## src/rtl/lres_pkg.sv

```systemverilog
package lres_pkg;

    // ring geometry
    localparam int LED_COUNT = 12;
    localparam int LED_W     = $clog2(LED_COUNT);
    localparam int HALF_RING = LED_COUNT / 2;

    // fade lengths in frames
    localparam int MUTE_FRAMES   = 32;
    localparam int UNMUTE_FRAMES = 33;

    // frame queue depth between front and back
    localparam int QUEUE_DEPTH = 2;
    localparam int QPTR_W      = $clog2(QUEUE_DEPTH);

    // colors
    localparam logic [7:0] GREEN_G      = 8'h4f;
    localparam logic [7:0] GREEN_B      = 8'h0f;
    localparam logic [7:0] BLUE_B       = 8'h3f;
    localparam logic [7:0] SCROLL_LEVEL = 8'h01;
    localparam logic [7:0] UNMUTE_RED   = 8'h40;
    localparam int         SCROLL_LIT   = 4;

    typedef enum logic [1:0] {
        OP_TICK = 2'd0,
        OP_MODE = 2'd1,
        OP_MIC  = 2'd2
    } op_t;

    typedef enum logic [3:0] {
        MODE_IDLE   = 4'd0,
        MODE_START  = 4'd1,
        MODE_ACTIVE = 4'd2,
        MODE_END    = 4'd3,
        MODE_THINK  = 4'd4,
        MODE_SPEAK  = 4'd5,
        MODE_MUTE   = 4'd6,
        MODE_UNMUTE = 4'd7,
        MODE_BTDISC = 4'd8
    } mode_t;

    typedef enum logic [1:0] {
        CFG_SWEEP  = 2'd0,
        CFG_BLINK  = 2'd1,
        CFG_SCROLL = 2'd2,
        CFG_FADE   = 2'd3
    } cfg_idx_t;

    // picture kinds that the back end can render
    typedef enum logic [2:0] {
        KIND_BLACK  = 3'd0,
        KIND_SWEEP  = 3'd1,
        KIND_BLINK  = 3'd2,
        KIND_GREEN  = 3'd3,
        KIND_RED    = 3'd4,
        KIND_SCROLL = 3'd5
    } frame_kind_t;

    // one frame to draw: kind plus sweep position, blink phase, red level or scroll start
    typedef struct packed {
        frame_kind_t kind;
        logic [7:0]  param;
    } frame_desc_t;

endpackage

```

## src/rtl/lres_front.sv

```systemverilog
module lres_front (
    input  logic                clk,
    input  logic                rst_n,
    input  logic                in_valid,
    output logic                in_ready,
    input  logic [1:0]          op,
    input  logic [3:0]          mode_req,
    input  logic                mic_muted,
    input  logic                cfg_wr_en,
    input  logic [1:0]          cfg_index,
    input  logic [7:0]          cfg_data,
    input  logic                q_full,
    output logic                q_push,
    output lres_pkg::frame_desc_t q_push_data
);
    import lres_pkg::*;

    mode_t            active_mode_reg, active_mode_next;
    mode_t            pending_mode_reg, pending_mode_next;
    logic [6:0]       anim_step_reg, anim_step_next;
    logic [7:0]       tick_count_reg, tick_count_next;
    logic             blink_phase_reg, blink_phase_next;
    logic [LED_W-1:0] scroll_pos_reg, scroll_pos_next;
    logic             anim_busy_reg, anim_busy_next;
    logic             prev_mic_reg, prev_mic_next;
    logic [7:0]       sweep_ticks_reg, blink_ticks_reg, scroll_ticks_reg, fade_ticks_reg;

    logic             accept;
    logic [7:0]       period_sel;
    logic [7:0]       period;
    logic             due;
    logic [6:0]       step_inc;
    frame_desc_t      end_desc;

    assign in_ready = !q_full;
    assign accept   = in_valid && in_ready;

    // configuration registers
    always_ff @(posedge clk or negedge rst_n)
    begin
        if (!rst_n)
        begin
            sweep_ticks_reg  <= 8'd3;
            blink_ticks_reg  <= 8'd10;
            scroll_ticks_reg <= 8'd12;
            fade_ticks_reg   <= 8'd1;
        end
        else if (cfg_wr_en)
        begin
            case (cfg_idx_t'(cfg_index))
                CFG_SWEEP:  sweep_ticks_reg  <= cfg_data;
                CFG_BLINK:  blink_ticks_reg  <= cfg_data;
                CFG_SCROLL: scroll_ticks_reg <= cfg_data;
                CFG_FADE:   fade_ticks_reg   <= cfg_data;
                default:    sweep_ticks_reg  <= sweep_ticks_reg;
            endcase
        end
    end

    // frame timer of the running mode, zero period acts as one
    always_comb
    begin
        case (active_mode_reg)
            MODE_THINK:              period_sel = blink_ticks_reg;
            MODE_BTDISC:             period_sel = scroll_ticks_reg;
            MODE_MUTE, MODE_UNMUTE:  period_sel = fade_ticks_reg;
            default:                 period_sel = sweep_ticks_reg;
        endcase
        period = (period_sel == 8'd0) ? 8'd1 : period_sel;
        due    = ({1'b0, tick_count_reg} + 9'd1) >= {1'b0, period};
    end

    // next frame of an end sweep
    always_comb
    begin
        step_inc = anim_step_reg + 7'd1;
        if (step_inc > 7'(HALF_RING))
        begin
            end_desc.kind  = KIND_BLACK;
            end_desc.param = 8'd0;
        end
        else
        begin
            end_desc.kind  = KIND_SWEEP;
            end_desc.param = 8'(HALF_RING) - 8'(step_inc);
        end
    end

    // item classification and mode sequencing
    always_comb
    begin
        active_mode_next  = active_mode_reg;
        pending_mode_next = pending_mode_reg;
        anim_step_next    = anim_step_reg;
        tick_count_next   = tick_count_reg;
        blink_phase_next  = blink_phase_reg;
        scroll_pos_next   = scroll_pos_reg;
        anim_busy_next    = anim_busy_reg;
        prev_mic_next     = prev_mic_reg;
        q_push            = 1'b0;
        q_push_data.kind  = KIND_BLACK;
        q_push_data.param = 8'd0;

        if (accept)
        begin
            case (op_t'(op))
                OP_MODE:
                begin
                    if (mode_req <= MODE_BTDISC)
                        pending_mode_next = mode_t'(mode_req);
                end
                OP_MIC:
                begin
                    if (mic_muted != prev_mic_reg)
                    begin
                        if (!mic_muted)
                        begin
                            pending_mode_next = MODE_UNMUTE;
                            prev_mic_next     = 1'b0;
                        end
                        else if (!(pending_mode_reg >= MODE_START &&
                                   pending_mode_reg <= MODE_SPEAK))
                        begin
                            pending_mode_next = MODE_MUTE;
                            prev_mic_next     = 1'b1;
                        end
                    end
                end
                OP_TICK:
                begin
                    if (!anim_busy_reg && pending_mode_reg != active_mode_reg)
                    begin
                        // switch to the wanted mode and show its first frame
                        active_mode_next = pending_mode_reg;
                        anim_step_next   = 7'd0;
                        tick_count_next  = 8'd0;
                        blink_phase_next = 1'b0;
                        scroll_pos_next  = '0;
                        anim_busy_next   = 1'b0;
                        case (pending_mode_reg)
                            MODE_IDLE:
                            begin
                                q_push = 1'b1;
                            end
                            MODE_START:
                            begin
                                anim_busy_next   = 1'b1;
                                q_push           = 1'b1;
                                q_push_data.kind = KIND_SWEEP;
                            end
                            MODE_END:
                            begin
                                anim_busy_next    = 1'b1;
                                anim_step_next    = 7'd1;
                                q_push            = 1'b1;
                                q_push_data.kind  = KIND_SWEEP;
                                q_push_data.param = 8'(HALF_RING - 1);
                            end
                            MODE_THINK:
                            begin
                                q_push           = 1'b1;
                                q_push_data.kind = KIND_BLINK;
                            end
                            MODE_SPEAK:
                            begin
                                anim_busy_next   = 1'b1;
                                q_push           = 1'b1;
                                q_push_data.kind = KIND_GREEN;
                            end
                            MODE_MUTE:
                            begin
                                anim_busy_next   = 1'b1;
                                q_push           = 1'b1;
                                q_push_data.kind = KIND_RED;
                            end
                            MODE_UNMUTE:
                            begin
                                anim_busy_next    = 1'b1;
                                q_push            = 1'b1;
                                q_push_data.kind  = KIND_RED;
                                q_push_data.param = UNMUTE_RED;
                            end
                            MODE_BTDISC:
                            begin
                                scroll_pos_next  = LED_W'(1);
                                q_push           = 1'b1;
                                q_push_data.kind = KIND_SCROLL;
                            end
                            default:
                            begin
                                q_push = 1'b0;
                            end
                        endcase
                    end
                    else
                    begin
                        // advance the running animation
                        case (active_mode_reg)
                            MODE_START:
                            begin
                                if (anim_busy_reg)
                                begin
                                    tick_count_next = due ? 8'd0 : tick_count_reg + 8'd1;
                                    if (due)
                                    begin
                                        anim_step_next = step_inc;
                                        if (step_inc >= 7'(HALF_RING))
                                            anim_busy_next = 1'b0;
                                        else
                                        begin
                                            q_push            = 1'b1;
                                            q_push_data.kind  = KIND_SWEEP;
                                            q_push_data.param = 8'(step_inc);
                                        end
                                    end
                                end
                            end
                            MODE_END, MODE_SPEAK:
                            begin
                                if (anim_busy_reg)
                                begin
                                    if (active_mode_reg == MODE_SPEAK &&
                                        anim_step_reg == 7'd0)
                                    begin
                                        // hold all green until the request moves away
                                        if (pending_mode_reg != MODE_SPEAK)
                                        begin
                                            anim_step_next    = 7'd1;
                                            tick_count_next   = 8'd0;
                                            q_push            = 1'b1;
                                            q_push_data.kind  = KIND_SWEEP;
                                            q_push_data.param = 8'(HALF_RING - 1);
                                        end
                                    end
                                    else
                                    begin
                                        tick_count_next = due ? 8'd0 : tick_count_reg + 8'd1;
                                        if (due)
                                        begin
                                            anim_step_next = step_inc;
                                            q_push         = 1'b1;
                                            q_push_data    = end_desc;
                                            if (step_inc >= 7'(HALF_RING + 1))
                                                anim_busy_next = 1'b0;
                                        end
                                    end
                                end
                            end
                            MODE_THINK:
                            begin
                                tick_count_next = due ? 8'd0 : tick_count_reg + 8'd1;
                                if (due)
                                begin
                                    blink_phase_next  = !blink_phase_reg;
                                    q_push            = 1'b1;
                                    q_push_data.kind  = KIND_BLINK;
                                    q_push_data.param = {7'd0, !blink_phase_reg};
                                end
                            end
                            MODE_MUTE, MODE_UNMUTE:
                            begin
                                if (anim_busy_reg)
                                begin
                                    tick_count_next = due ? 8'd0 : tick_count_reg + 8'd1;
                                    if (due)
                                    begin
                                        anim_step_next = step_inc;
                                        if (active_mode_reg == MODE_MUTE)
                                        begin
                                            if (step_inc >= 7'(MUTE_FRAMES))
                                                anim_busy_next = 1'b0;
                                            else
                                            begin
                                                q_push            = 1'b1;
                                                q_push_data.kind  = KIND_RED;
                                                q_push_data.param = {step_inc, 1'b0};
                                            end
                                        end
                                        else
                                        begin
                                            if (step_inc >= 7'(UNMUTE_FRAMES))
                                                anim_busy_next = 1'b0;
                                            else
                                            begin
                                                q_push            = 1'b1;
                                                q_push_data.kind  = KIND_RED;
                                                q_push_data.param = UNMUTE_RED -
                                                                    {step_inc, 1'b0};
                                            end
                                        end
                                    end
                                end
                            end
                            MODE_BTDISC:
                            begin
                                tick_count_next = due ? 8'd0 : tick_count_reg + 8'd1;
                                if (due)
                                begin
                                    q_push            = 1'b1;
                                    q_push_data.kind  = KIND_SCROLL;
                                    q_push_data.param = 8'(scroll_pos_reg);
                                    if (scroll_pos_reg == LED_W'(LED_COUNT - 1))
                                        scroll_pos_next = '0;
                                    else
                                        scroll_pos_next = scroll_pos_reg + LED_W'(1);
                                end
                            end
                            default:
                            begin
                                q_push = 1'b0;
                            end
                        endcase
                    end
                end
                default:
                begin
                    q_push = 1'b0;
                end
            endcase
        end
    end

    // mode state
    always_ff @(posedge clk or negedge rst_n)
    begin
        if (!rst_n)
        begin
            active_mode_reg  <= MODE_IDLE;
            pending_mode_reg <= MODE_IDLE;
            anim_step_reg    <= 7'd0;
            tick_count_reg   <= 8'd0;
            blink_phase_reg  <= 1'b0;
            scroll_pos_reg   <= '0;
            anim_busy_reg    <= 1'b0;
            prev_mic_reg     <= 1'b0;
        end
        else
        begin
            active_mode_reg  <= active_mode_next;
            pending_mode_reg <= pending_mode_next;
            anim_step_reg    <= anim_step_next;
            tick_count_reg   <= tick_count_next;
            blink_phase_reg  <= blink_phase_next;
            scroll_pos_reg   <= scroll_pos_next;
            anim_busy_reg    <= anim_busy_next;
            prev_mic_reg     <= prev_mic_next;
        end
    end

endmodule

```

## src/rtl/lres_queue.sv

```systemverilog
module lres_queue (
    input  logic                  clk,
    input  logic                  rst_n,
    input  logic                  push,
    input  lres_pkg::frame_desc_t push_data,
    output logic                  full,
    input  logic                  pop,
    output lres_pkg::frame_desc_t pop_data,
    output logic                  empty
);
    import lres_pkg::*;

    frame_desc_t       entry_reg [QUEUE_DEPTH];
    logic [QPTR_W-1:0] wr_ptr_reg, wr_ptr_next;
    logic [QPTR_W-1:0] rd_ptr_reg, rd_ptr_next;
    logic [QPTR_W:0]   count_reg, count_next;

    assign full     = (count_reg == (QPTR_W + 1)'(QUEUE_DEPTH));
    assign empty    = (count_reg == '0);
    assign pop_data = entry_reg[rd_ptr_reg];

    // pointer and fill count update
    always_comb
    begin
        wr_ptr_next = wr_ptr_reg;
        rd_ptr_next = rd_ptr_reg;
        count_next  = count_reg;
        if (push)
            wr_ptr_next = (wr_ptr_reg == QPTR_W'(QUEUE_DEPTH - 1)) ? '0
                                                                   : wr_ptr_reg + QPTR_W'(1);
        if (pop)
            rd_ptr_next = (rd_ptr_reg == QPTR_W'(QUEUE_DEPTH - 1)) ? '0
                                                                   : rd_ptr_reg + QPTR_W'(1);
        if (push && !pop)
            count_next = count_reg + (QPTR_W + 1)'(1);
        else if (pop && !push)
            count_next = count_reg - (QPTR_W + 1)'(1);
    end

    always_ff @(posedge clk or negedge rst_n)
    begin
        if (!rst_n)
        begin
            wr_ptr_reg <= '0;
            rd_ptr_reg <= '0;
            count_reg  <= '0;
        end
        else
        begin
            wr_ptr_reg <= wr_ptr_next;
            rd_ptr_reg <= rd_ptr_next;
            count_reg  <= count_next;
        end
    end

    // entry storage
    always_ff @(posedge clk)
    begin
        if (push)
            entry_reg[wr_ptr_reg] <= push_data;
    end

endmodule

```

## src/rtl/lres_back.sv

```systemverilog
module lres_back (
    input  logic                  clk,
    input  logic                  rst_n,
    input  logic                  q_empty,
    input  lres_pkg::frame_desc_t q_pop_data,
    output logic                  q_pop,
    output logic                  out_valid,
    input  logic                  out_ready,
    output logic [3:0]            led_index,
    output logic [7:0]            red,
    output logic [7:0]            green,
    output logic [7:0]            blue,
    output logic                  last
);
    import lres_pkg::*;

    frame_desc_t      desc_reg;
    logic [LED_W-1:0] cnt_reg, cnt_next;
    logic             busy_reg, busy_next;
    logic             out_valid_reg, out_valid_next;
    logic [3:0]       led_index_reg;
    logic [7:0]       red_reg, green_reg, blue_reg;
    logic             last_reg;

    logic             load;
    logic             emit;
    logic             cnt_last;
    logic [7:0]       idx;
    logic [7:0]       mirror;
    logic [7:0]       ring_dist;
    logic [7:0]       px_r, px_g, px_b;

    assign load     = !out_valid_reg || out_ready;
    assign emit     = load && busy_reg;
    assign cnt_last = (cnt_reg == LED_W'(LED_COUNT - 1));
    assign q_pop    = !q_empty && (!busy_reg || (emit && cnt_last));

    // pixel color of the current LED
    always_comb
    begin
        idx       = 8'(cnt_reg);
        mirror    = 8'(LED_COUNT - 1) - desc_reg.param;
        ring_dist = (idx >= desc_reg.param) ? idx - desc_reg.param
                                            : idx + 8'(LED_COUNT) - desc_reg.param;
        px_r   = 8'd0;
        px_g   = 8'd0;
        px_b   = 8'd0;
        case (desc_reg.kind)
            KIND_SWEEP:
            begin
                if (idx == desc_reg.param || idx == mirror)
                begin
                    px_g = GREEN_G;
                    px_b = GREEN_B;
                end
                else if (idx < desc_reg.param || idx > mirror)
                    px_b = BLUE_B;
            end
            KIND_BLINK:
            begin
                if (idx[0] ^ desc_reg.param[0])
                begin
                    px_g = GREEN_G;
                    px_b = GREEN_B;
                end
                else
                    px_b = BLUE_B;
            end
            KIND_GREEN:
            begin
                px_g = GREEN_G;
                px_b = GREEN_B;
            end
            KIND_RED:
            begin
                px_r = desc_reg.param;
            end
            KIND_SCROLL:
            begin
                if (ring_dist < 8'(SCROLL_LIT))
                begin
                    px_r = SCROLL_LEVEL;
                    px_g = SCROLL_LEVEL;
                end
            end
            default:
            begin
                px_r = 8'd0;
            end
        endcase
    end

    // frame walk control
    always_comb
    begin
        busy_next      = busy_reg;
        cnt_next       = cnt_reg;
        out_valid_next = load ? busy_reg : out_valid_reg;
        if (q_pop)
        begin
            busy_next = 1'b1;
            cnt_next  = '0;
        end
        else if (emit && cnt_last)
            busy_next = 1'b0;
        else if (emit)
            cnt_next = cnt_reg + LED_W'(1);
    end

    always_ff @(posedge clk or negedge rst_n)
    begin
        if (!rst_n)
        begin
            busy_reg      <= 1'b0;
            cnt_reg       <= '0;
            out_valid_reg <= 1'b0;
        end
        else
        begin
            busy_reg      <= busy_next;
            cnt_reg       <= cnt_next;
            out_valid_reg <= out_valid_next;
        end
    end

    // frame descriptor and output register
    always_ff @(posedge clk)
    begin
        if (q_pop)
            desc_reg <= q_pop_data;
        if (emit)
        begin
            led_index_reg <= 4'(cnt_reg);
            red_reg       <= px_r;
            green_reg     <= px_g;
            blue_reg      <= px_b;
            last_reg      <= cnt_last;
        end
    end

    assign out_valid = out_valid_reg;
    assign led_index = led_index_reg;
    assign red       = red_reg;
    assign green     = green_reg;
    assign blue      = blue_reg;
    assign last      = last_reg;

endmodule

```

## src/rtl/led_ring_effect_sequencer.sv

```systemverilog
// LED ring effect sequencer
// Input channel (in_valid/in_ready) carries ticks, mode requests and mic
// samples; op selects which. Only ticks that change the picture produce
// output: one frame of LED_COUNT transfers (12 by default), LED 0 first,
// with last set on the final LED.
// Configuration writes (cfg_wr_en, cfg_index, cfg_data) set the tick
// periods of sweeps, blink, scroll and fades; write them while idle.
// Throughput: one input transfer per cycle while the frame queue has room;
// the renderer sends one LED per cycle while out_ready is high, with no gap
// between queued frames, and ticks are held back once the queue is full.
// A frame passes the queue entry, the renderer's descriptor register and
// the output register before its first LED appears.
// A two-entry frame queue sits between the decoder and the renderer; when
// out_ready is low the output register holds, the renderer stops, the
// queue fills and in_ready drops.
// Reset clears the mode to idle, all timers and the queue, and restores
// the default periods (3, 10, 12, 1 ticks); no frame is shown at reset.
module led_ring_effect_sequencer (
    input  logic       clk,
    input  logic       rst_n,
    input  logic       in_valid,
    output logic       in_ready,
    input  logic [1:0] op,
    input  logic [3:0] mode_req,
    input  logic       mic_muted,
    input  logic       cfg_wr_en,
    input  logic [1:0] cfg_index,
    input  logic [7:0] cfg_data,
    output logic       out_valid,
    input  logic       out_ready,
    output logic [3:0] led_index,
    output logic [7:0] red,
    output logic [7:0] green,
    output logic [7:0] blue,
    output logic       last
);
    import lres_pkg::*;

    frame_desc_t push_data;
    frame_desc_t pop_data;
    logic        q_push;
    logic        q_pop;
    logic        q_full;
    logic        q_empty;

    // item decode and mode sequencing
    lres_front u_front (
        .clk         (clk),
        .rst_n       (rst_n),
        .in_valid    (in_valid),
        .in_ready    (in_ready),
        .op          (op),
        .mode_req    (mode_req),
        .mic_muted   (mic_muted),
        .cfg_wr_en   (cfg_wr_en),
        .cfg_index   (cfg_index),
        .cfg_data    (cfg_data),
        .q_full      (q_full),
        .q_push      (q_push),
        .q_push_data (push_data)
    );

    // frame queue
    lres_queue u_queue (
        .clk       (clk),
        .rst_n     (rst_n),
        .push      (q_push),
        .push_data (push_data),
        .full      (q_full),
        .pop       (q_pop),
        .pop_data  (pop_data),
        .empty     (q_empty)
    );

    // frame renderer
    lres_back u_back (
        .clk        (clk),
        .rst_n      (rst_n),
        .q_empty    (q_empty),
        .q_pop_data (pop_data),
        .q_pop      (q_pop),
        .out_valid  (out_valid),
        .out_ready  (out_ready),
        .led_index  (led_index),
        .red        (red),
        .green      (green),
        .blue       (blue),
        .last       (last)
    );

endmodule

```

## config.mk

```make
export PLATFORM = sky130hd
export DESIGN_NAME = led_ring_effect_sequencer
export DESIGN_NICKNAME = d
export VERILOG_FILES = /design/src/rtl/lres_pkg.sv /design/src/rtl/lres_front.sv /design/src/rtl/lres_queue.sv /design/src/rtl/lres_back.sv /design/src/rtl/led_ring_effect_sequencer.sv
export SDC_FILE = /design/constraint.sdc
export NUM_CORES = 1
export LEC_CHECK = 0
export BUFFER_PORTS_ARGS = -buffer_cell sky130_fd_sc_hd__buf_4
export CAP_MARGIN = 30
export CORE_MARGIN = 5
export CORE_UTILIZATION = 52
export CTS_CLUSTER_SIZE = 24
export DETAILED_ROUTE_END_ITERATION = 8
export PLACE_DENSITY_LB_ADDON = 0.15
export SLEW_MARGIN = 15
export SYNTH_ARGS = -nofsm -noshare
export SYNTH_HDL_FRONTEND = slang
export SYNTH_SLANG_ARGS = --single-unit
```

## constraint.sdc

```tcl
create_clock -name clk -period 7.5 [get_ports clk]
set_input_delay 0.375 -clock clk [delete_from_list [all_inputs] [get_ports clk]]
set_output_delay 0.375 -clock clk [all_outputs]
set_load 0.01 [all_outputs]
```

==> results.json, run 1 <==
{
  "status": "complete, no violations",
  "grt_pass1_wl_um": 28200,
  "reg2reg_slack_ns": 2.54,
  "worstSetupStartpointType": "flip-flop",
  "cts_setup_buffers": 0,
  "multi_input_area_um2": 3630,
  "worstPathMaxFanout": 18,
  "clk_latency_ns": 0.42,
  "post-place-ws_ns": 2.46,
  "cts_num_sinks": 122,
  "dr.pass1.iters": 5,
  "wl_per_cell_um": 18.3,
  "p_per_area_nw_per_um2": 250,
  "skew_ns": 0.00758,
  "ys_ff_latch": 122,
  "rr_startpoint": "u_front.active_mode_reg[1]",
  "cts-root-buf": "clkbuf_16",
  "synth_top_area_share_pct": 22.3,
  "rows": 43,
  "crit_start": "u_front.active_mode_reg[1]",
  "fin_hold_ws_ns": 0.210,
  "antenna_found_initial": 0,
  "die_h_um": 128,
  "r2r_cells": 18,
  "setup-violations-final": 0,
  "avgSynthCellArea_um2": 10.6,
  "seq_area_um2": 3310,
  "fin_crit_ns": 4.96,
  "critPathRequiredTime_ns": 7.85,
  "yosysUniqueCellTypes": 88,
  "grt_pass1_vias": 5497,
  "end_kind": "flip-flop",
  "cp.arrival_ns": 5.31,
  "ant_nets": 0,
  "grt_max_degree": 73,
  "grt_overflow": 0,
  "layoutNonFillerInstCount": 917,
  "dp_cells": 882,
  "seq_area_frac_synth_pct": 45.5,
  "n_fill_cell": 1142,
  "p_leak_uw": 0.00331,
  "dieWidth_um": 128,
  "io-pin-count": 53,
  "async_reset_ff_share_pct": 59.0,
  "r2r-end": "u_queue.count_reg[1]",
  "yosysTopAreaCell": "dfrtp_1",
  "track_usage_pct": 21.4,
  "tns_ns": 0,
  "rsz0062_at_grt": "false",
  "cts_resized": 0,
  "coreArea_um2": 13800,
  "peakVddDrop_uv": 148,
  "route.detailed.drc": 0,
  "gp_congestion": 0.920,
  "slew_violations": 0,
  "area_growth_pct": 13.8,
  "clockBufferDepth": 2,
  "ys.flop_type": "dfrtp_1",
  "max_freq_mhz": 202,
  "worst_pin_slew_ns": 0.866,
  "yosysWarnings": 0,
  "route.vias.total": 5502,
  "period_share_pct": 66.2,
  "max_slew_margin_pct": 41.9,
  "start_util_pct": 52.7,
  "drtIter0Drc": 387,
  "antennaDiodeCount": 0,
  "wl_um": 16800,
  "syn_area_um2": 7280,
  "cts_made_buffers": 17,
  "cts.htree.levels": 4,
  "viasPerCell": 6.00,
  "synthTopCellsByArea": "dfrtp_1, edfxtp_1, mux2_2, ha_1, o21ai_0",
  "drive_above_1_share_pct": 22.1,
  "finalNetCount": 780,
  "critical_path_class": "reg -> reg",
  "fin_ws_ns": 2.54,
  "die_area_um2": 16500,
  "cts_tree": "yes",
  "synth_edf_count": 50,
  "clkTransAtPathRegs_ns": 0.06,
  "portBuffers": 47,
  "hpwl_um": 12400,
  "largest_reg_flops": 22,
  "hold_viol": 0,
  "syn-instance-count": 687,
  "cp-endpoint": "u_queue.count_reg[1]",
  "min_path_type": "in -> reg",
  "maxCapViolCount": 0
}
-- cell usage in the layout, fill, tap and decap left out, types with 10 or more instances in the layout --
cell	instances
a21oi_1	36
a22o_1	11
a31oi_1	14
and2_1	13
buf_4	50
clkbuf_16	18
dfrtp_1	65
edfxtp_1	50
ha_1	34
inv_1	32
mux2_2	47
nand2_1	49
nand2b_1	14
nand3_1	17
nor2_1	45
nor3_1	10
o21ai_0	38
xnor2_1	18
-- stage by stage --
| stage | cell area, um2 | total power, uW | utilization [%] |
|---|---|---|---|
| finish | 8290 | 2070 | 59.9 |
| floorplan | 7300 | 1130 | - |
| global route | 8290 | 2170 | 59.9 |
| global placement | 7660 | 1250 | 55.4 |
| CTS | 8250 | 2080 | 59.7 |
| detailed placement | 7660 | 1260 | 55.4 |
-- layout make-up --
class | count | share of cell area [%]
Multi-Input combinational cell | 498 | 43.8
Sequential cell | 122 | 40.0
Clock buffer | 25 | 5.99
Timing Repair Buffer | 52 | 4.89
Tap cell | 180 | 2.72
Inverter | 33 | 1.49
Clock inverter | 7 | 1.10
-- Yosys cell counts (all sizes together) (3+ instances only) --
cell / count
nand2b: 15
a31oi: 14
dfstp: 7
nand3: 19
nor3b: 6
a22oi: 3
o21ai: 41
a222oi: 7
mux2: 47
o31ai: 4
and3: 8
a22o: 11
dfrtp: 65
ha: 34
clkbuf: 8
inv: 33
o21a: 8
o22ai: 3
a2111oi: 4
and2: 13
nand2: 49
nor3: 11
o211ai: 5
o2bb2ai: 5
xor2: 8
a21oi: 38
or2: 5
nor4: 5
nor2b: 5
a211o: 3
nand3b: 4
nor2: 47
nand4: 8
xnor2: 19
buf: 30
or3: 8
edfxtp: 50
-- report_power, final --
| part | internal (uW) | switching (uW) |
|---|---|---|
| clock | 525 | 288 |
| combinational | 187 | 211 |
| sequential | 795 | 64.1 |
| total | 1510 | 563 |
-- repair_timing --
item / 4_1_cts / 5_1_grt
hold buffers: 0 / 1
hold endpoints to repair: 0 / 30
setup endpoints to repair: 0 / 0
-- worst max-delay path, cell delays in order (launching register included) --
cell and delay, ns:
dfrtp_1 0.76, nand2_1 0.23, nor2_1 0.40, nor2_1 0.24
a222oi_1 0.52, nand4_1 0.14, o21ai_0 0.19, ha_1 0.25
nand2b_4 0.14, a2111oi_2 0.34, nor3_1 0.11, nor2_1 0.51
a211o_1 0.24, o211a_4 0.19, inv_1 0.05, ha_1 0.18
xor2_1 0.14, nor2_1 0.11, xor2_1 0.14
-- how the worst min path moves through the flow --
stage	start	endpoint	depth (start not counted)
finish	cfg_data[6]	u_front.scroll_ticks_reg[6]	2
global route	cfg_data[6]	u_front.scroll_ticks_reg[6]	2
CTS	rst_n	u_front.pending_mode_reg[3]	1
detailed placement	u_front.blink_ticks_reg[2]	u_front.blink_ticks_reg[2]	1
global placement	u_back.cnt_reg[0]	u_back.led_index[0]	0
floorplan	rst_n	u_back.busy_reg	0
-- logic make-up after synthesis --
| kind of cell | synth area share [%] |
|---|---|
| AOI/OAI and AO/OA | 16.0 |
| DFF | 45.5 |
| and+or+nand+nor | 16.8 |
| muxes | 7.54 |
| other | 0.0515 |
| adders and majority gates | 5.84 |
| buffers and inverters | 4.88 |
| xor gates and xnor gates | 3.45 |
-- layer usage --
metal	vias to the layer above	wire, um	global-route usage (%)
met5	-	0	0
met4	0	318	7.24
met3	30	923	5.02
met2	176	8000	34.3
met1	2693	7520	28.7
li1	2603	-	-
Power figures use the tool's default switching activity.
==> run 2: changes to the inputs <==
==> constraint.sdc (replaced) <==
create_clock -name clk -period 4.8 [get_ports clk]
set_input_delay 0.24 -clock clk [delete_from_list [all_inputs] [get_ports clk]]
set_output_delay 0.24 -clock clk [all_outputs]
set_load 0.01 [all_outputs]
==> run 2 against run 1 <==
  * Sequential share of layout area is 0.096 points lower
  * Largest power group unchanged
  * Critical path depth is 2 lower
  * Combinational power is 55% higher
  * Routed wire length is 0.51% lower
  * Sequential cell count stayed put
  * Via count hardly changed
  * Highest routed layer unchanged
  * Sequential power is 57% higher
  * Count of clock-buffer cells in the layout is 5 lower
  * Power is 52% higher
  * Global-route usage is 0.31 points higher
  * Core utilization is 0.19 points higher
  * Design area is 0.32% higher
==> results.json, run 2 (synthesis gave the netlist of run 1 again) <==
{
  "status": "complete, no violations",
  "min_path_type": "in -> reg",
  "worstSetupStartpointType": "flip-flop",
  "die_h_um": 128,
  "drtIter0Drc": 370,
  "r2r_cells": 16,
  "cts_setup_buffers": 0,
  "dieWidth_um": 128,
  "hold-path-endpoint": "u_front.blink_ticks_reg[5]",
  "grt_pass1_vias": 5574,
  "gp_congestion": 0.938,
  "portBuffers": 47,
  "die_area_um2": 16500,
  "hold_depth": 2,
  "slew_violations": 0,
  "worstPathMaxFanout": 12,
  "layout_common_cells": "dfrtp_1, buf_4, edfxtp_1, nand2_1, mux2_2",
  "antennaDiodeCount": 0,
  "start_util_pct": 52.7,
  "setup-violations-final": 0,
  "maxCapViolCount": 0,
  "critPathRequiredTime_ns": 4.95,
  "rsz0062_at_grt": "false",
  "largest_reg_flops": 22,
  "cts_tree": "yes",
  "tns_ns": 0,
  "cp.arrival_ns": 4.45,
  "wl_um": 16700,
  "max_freq_mhz": 233,
  "cts_num_sinks": 122,
  "ant_nets": 0,
  "viasPerCell": 5.96,
  "p_leak_uw": 0.00333,
  "route.vias.total": 5503,
  "route.detailed.drc": 0,
  "antenna_found_initial": 0,
  "cts-root-buf": "clkbuf_16",
  "drive_above_1_share_pct": 23.7,
  "clk_latency_ns": 0.42,
  "wl_per_cell_um": 18.0,
  "clkTransAtPathRegs_ns": 0.06,
  "hpwl_um": 12400,
  "dp_cells": 890,
  "skew_ns": 0.00691,
  "cts.htree.levels": 4,
  "dr.pass1.iters": 5,
  "grt_max_degree": 73,
  "grt_overflow": 0,
  "p_per_area_nw_per_um2": 379,
  "period_share_pct": 89.6,
  "cts_made_buffers": 17,
  "post_dp_cell_area_um2": 7720,
  "clockBufferDepth": 2,
  "end_kind": "flip-flop",
  "grt_pass1_wl_um": 28400,
  "rr_startpoint": "u_front.active_mode_reg[2]",
  "final_common_cell": "dfrtp_1",
  "fin_area_um2": 8310,
  "rows": 43,
  "area_growth_pct": 14.1,
  "io-pin-count": 53,
  "coreArea_um2": 13800,
  "worst_pin_slew_ns": 0.820,
  "r2r-end": "u_queue.entry_reg[1][2]",
  "hold_start": "cfg_data[5]",
  "hold_viol": 0,
  "power_uw": 3150,
  "reg2reg_slack_ns": 0.50,
  "peakVddDrop_uv": 298,
  "track_usage_pct": 21.7,
  "finalNetCount": 787,
  "layoutNonFillerInstCount": 924,
  "max_slew_margin_pct": 45.3,
  "critical_path_class": "reg -> reg",
  "fin_crit_ns": 4.30
}
-- run 2: area by class of cell --
class | instances | area, um2
Multi-Input combinational cell | 498 | 3630
Tap cell | 180 | 225
Fill cell | 1148 | 5510
Timing Repair Buffer | 59 | 465
Clock inverter | 12 | 95.1
Clock buffer | 20 | 457
Inverter | 33 | 124
Sequential cell | 122 | 3310
-- run 2: metrics by stage --
| stage | setup slack, ns | hold slack, ns | utilization (%) |
|---|---|---|---|
| CTS | 0.247 | 0.0705 | 59.9 |
| detailed placement | 0.264 | 0.430 | 55.8 |
| floorplan | 0.946 | -0.0556 | - |
| finish | 0.501 | 0.0817 | 60.1 |
| global route | 0.0678 | 0.0692 | 60.1 |
| global placement | 0.535 | 0.420 | 55.8 |
-- run 2: critical path: stages, from the launching register on --
cell and delay (ns):
dfrtp_2 0.47, nor2b_1 0.15, buf_4 0.19, a21oi_1 0.05, nor2_1 0.08, nor2_1 0.12
a222oi_1 0.49, nand4_1 0.14, o21ai_0 0.20, ha_1 0.25, nand2b_4 0.14, a2111oi_2 0.34
nor3_1 0.12, or2_1 0.41, and2_1 0.33, a2111oi_2 0.40, a21oi_1 0.13
-- run 2: layer usage --
| layer | vias up | global-route usage, % | share of wire, % |
|---|---|---|---|
| met5 | - | 0 | 0 |
| met4 | 0 | 7.74 | 2.3 |
| met3 | 38 | 5.15 | 4.9 |
| met2 | 167 | 36.2 | 50 |
| met1 | 2682 | 27.6 | 43 |
| li1 | 2616 | - | - |
-- run 2: worst max-delay path by stage --
stage | to | cells after the start | start | slack, ns
2_1_floorplan | u_queue.count_reg[1] | 18 | u_front.active_mode_reg[2] | 0.95
3_3_place_gp | u_queue.entry_reg[0][2] | 14 | u_front.active_mode_reg[1] | 0.53
3_5_place_dp | u_queue.entry_reg[1][2] | 14 | u_front.active_mode_reg[1] | 0.26
4_1_cts | u_queue.entry_reg[0][2] | 14 | u_front.active_mode_reg[1] | 0.25
5_1_grt | u_queue.entry_reg[0][2] | 14 | u_front.active_mode_reg[1] | 0.07
6_report | u_queue.entry_reg[1][2] | 16 | u_front.active_mode_reg[2] | 0.50
-- run 2: power breakdown --
group | total [uW] | switching, uW | internal [uW] | leakage, uW
Sequential | 1350 | 105 | 1240 | 0.00126
Clock | 1190 | 458 | 733 | 0.000277
Combinational | 615 | 320 | 295 | 0.00180
Total | 3150 | 884 | 2270 | 0.00333
-- run 2: repair_timing --
item,in CTS,in global routing
gates resized for setup,0,2
hold buffers,1,0
setup endpoints to repair,0,19
endpoints found under the hold margin,28,0
==> run 3: changes to the inputs <==
--- a/config.mk
+++ b/config.mk
@@ -7,10 +7,11 @@
 export LEC_CHECK = 0
 export BUFFER_PORTS_ARGS = -buffer_cell sky130_fd_sc_hd__buf_4
 export CAP_MARGIN = 30
-export CORE_MARGIN = 5
+export CORE_MARGIN = 1
 export CORE_UTILIZATION = 52
 export CTS_CLUSTER_SIZE = 24
 export DETAILED_ROUTE_END_ITERATION = 8
+export GPL_TIMING_DRIVEN = 0
 export PLACE_DENSITY_LB_ADDON = 0.15
 export SLEW_MARGIN = 15
 export SYNTH_ARGS = -nofsm -noshare
==> run 3 against run 2 <==
  * Hold slack lost 0.014 ns
  * Register-to-register slack lost 0.19 ns
  * Routed wire length shrank 0.88%
  * Critical path depth grew 3
  * Via count grew 2.5%
  * Combinational power grew 11%
  * Clock skew grew 0.0028 ns
  * Maximum frequency shrank 4.3%
  * Count of clock-buffer cells in the layout grew 1
  * Sequential share of layout area shrank 1.3 points
  * Global-route usage grew 2.5 points
  * First-iteration DRC count grew 3.2%
  * Largest cell class unchanged
==> results.json, run 3 (synthesis gave the netlist of run 1 again) <==
{
  "status": "complete, no violations",
  "dr.pass1.iters": 6,
  "p_per_area_nw_per_um2": 377,
  "rows": 42,
  "clkTransAtPathRegs_ns": 0.06,
  "slew_violations": 0,
  "clockBufferDepth": 2,
  "end_kind": "flip-flop",
  "drive_above_1_share_pct": 26.8,
  "hpwl_um": 11900,
  "fin_crit_ns": 4.49,
  "start_util_pct": 54.1,
  "grt_max_degree": 73,
  "final_common_cell": "buf_4",
  "critical_path_class": "reg -> reg",
  "crit_path_max_incr_delay_ns": 0.44,
  "dieWidth_um": 120,
  "clk_latency_ns": 0.42,
  "wl_per_cell_um": 17.3,
  "rsz0062_at_grt": "false",
  "max_freq_mhz": 223,
  "io-pin-count": 53,
  "die_area_um2": 14500,
  "skew_ns": 0.00967,
  "min_path_type": "in -> reg",
  "crit_family": "compound AO/OA/AOI/OAI gates",
  "area_growth_pct": 17.8,
  "finalNetCount": 822,
  "portBuffers": 47,
  "tns_ns": 0,
  "track_usage_pct": 24.1,
  "worstSetupStartpointType": "flip-flop",
  "layout_common_cells": "buf_4, dfrtp_1, edfxtp_1, nand2_1, mux2_2",
  "wl_met2_um": 8580,
  "cp.arrival_ns": 4.83,
  "ant_nets": 0,
  "critPathRequiredTime_ns": 5.14,
  "largest_reg_flops": 22,
  "final_util_pct": 63.8,
  "top_layer": "met4",
  "coreArea_um2": 13500,
  "cts.htree.levels": 4,
  "cts-root-buf": "clkbuf_16",
  "route.detailed.drc": 0,
  "max_slew_margin_pct": 40.7,
  "reg2reg_slack_ns": 0.31,
  "worstPathMaxFanout": 10,
  "worst_pin_slew_ns": 0.888,
  "route.vias.total": 5639,
  "antennaDiodeCount": 0,
  "period_share_pct": 93.6,
  "cp_slowest_cell": "a222oi_1",
  "cts_num_sinks": 122,
  "met3WireLength_um": 623,
  "cts_tree": "yes",
  "crit_chain": "buf_2 -> buf_2 -> nor2_2 -> a22o_1 -> a222oi_1 -> nand4_1 -> o21ai_0 -> ha_1 -> nand2b_4 -> a2111oi_2 -> nor3_1 -> o21ai_2 -> a2111o_1 -> o211a_4 -> inv_1 -> ha_1 -> xor2_1 -> nor2_1 -> xor2_1",
  "maxCapViolCount": 0,
  "die_h_um": 120,
  "p_leak_uw": 0.00349,
  "met1_length_um": 6850,
  "grt_pass1_wl_um": 27000,
  "viasPerCell": 5.90,
  "grt_pass1_vias": 5564,
  "cts_made_buffers": 17,
  "n_fill_cell": 1096,
  "timing.critical_path.buf_inv": 3,
  "drtIter0Drc": 382,
  "peakVddDrop_uv": 268,
  "wl_um": 16500,
  "grt_overflow": 0,
  "hold_viol": 0,
  "setup-violations-final": 0,
  "antenna_found_initial": 0,
  "gp_congestion": 0.881
}
-- run 3: cell types whose count changed in the layout (fill, tap and decap cells not counted), moves of 3 or more --
cell      change
buf_4        +13
buf_2        +11
clkbuf_1      +6
nor2_1        -5
nor2_2        +4
clkinv_2      -3
clkinv_4      +3
inv_4         -3
-- run 3: area by class of cell --
type / count / area (um2) / area share (%)
timing repair buffer: 56 / 443 / 5.16
clock buffer: 21 / 503 / 5.86
inverter: 33 / 124 / 1.44
tap: 176 / 220 / 2.57
multi-input combinational: 498 / 3660 / 42.7
buffer: 38 / 233 / 2.71
clock inverter: 11 / 83.8 / 0.977
sequential: 122 / 3310 / 38.6
-- run 3: what timing repair did --
action / 4_1_cts / 5_1_grt
setup buffers: 5 / 2
endpoints found under the hold margin: 27 / 0
gates resized for setup: 4 / 6
gates cloned: 0 / 0
hold buffers: 1 / 0
pin swaps: 4 / 2
setup endpoints to repair: 26 / 30
-- run 3: power by group --
group          switching, uW  leakage, uW  internal [uW]
clock                    483     0.000280            752
sequential              78.1      0.00126           1240
combinational            350      0.00195            333
total                    911      0.00349           2330
-- run 3: path summary, 6_finish.rpt --
path,endpoint,depth (start not counted),from
min reg2reg,u_front.blink_ticks_reg[2],1,u_front.blink_ticks_reg[2]
min,u_front.pending_mode_reg[1],3,mode_req[1]
max reg2reg,u_queue.count_reg[1],19,u_front.active_mode_reg[0]
min in group asynchronous,u_front.fade_ticks_reg[5],2,rst_n
max,u_queue.count_reg[1],19,u_front.active_mode_reg[0]
max in group asynchronous,u_front.sweep_ticks_reg[0],3,rst_n
-- run 3: per-layer routing --
| layer | up-vias | GRT usage (%) |
|---|---|---|
| met1 | 2740 | 27.2 |
| met3 | 35 | 5.05 |
| met2 | 156 | 43.2 |
| met5 | - | 0 |
| met4 | 0 | 11.7 |
| li1 | 2708 | - |
-- run 3: through the flow --
stage	worst slack [ns]	total power [uW]	instances	instance area, um2	hold WS (ns)
6_report	0.306	3240	955	8580	0.0675
5_1_grt	0.0540	3390	955	8580	0.0648
4_1_cts	0.00184	3250	952	8530	0.0589
3_5_place_dp	-0.343	2000	914	7880	0.447
3_3_place_gp	-0.323	1970	914	7870	0.424
2_1_floorplan	0.946	1760	691	7300	-0.0556
-- run 3: worst reg2reg max path, delay by kind of cell, from the launching register on --
family          cells  cell delay [ns]
fa+ha+maj           2             0.45
flops               1             0.31
compound gates      7             2.06
xor+xnor            2             0.29
buf+inv             3             0.58
simple gates        5             0.73
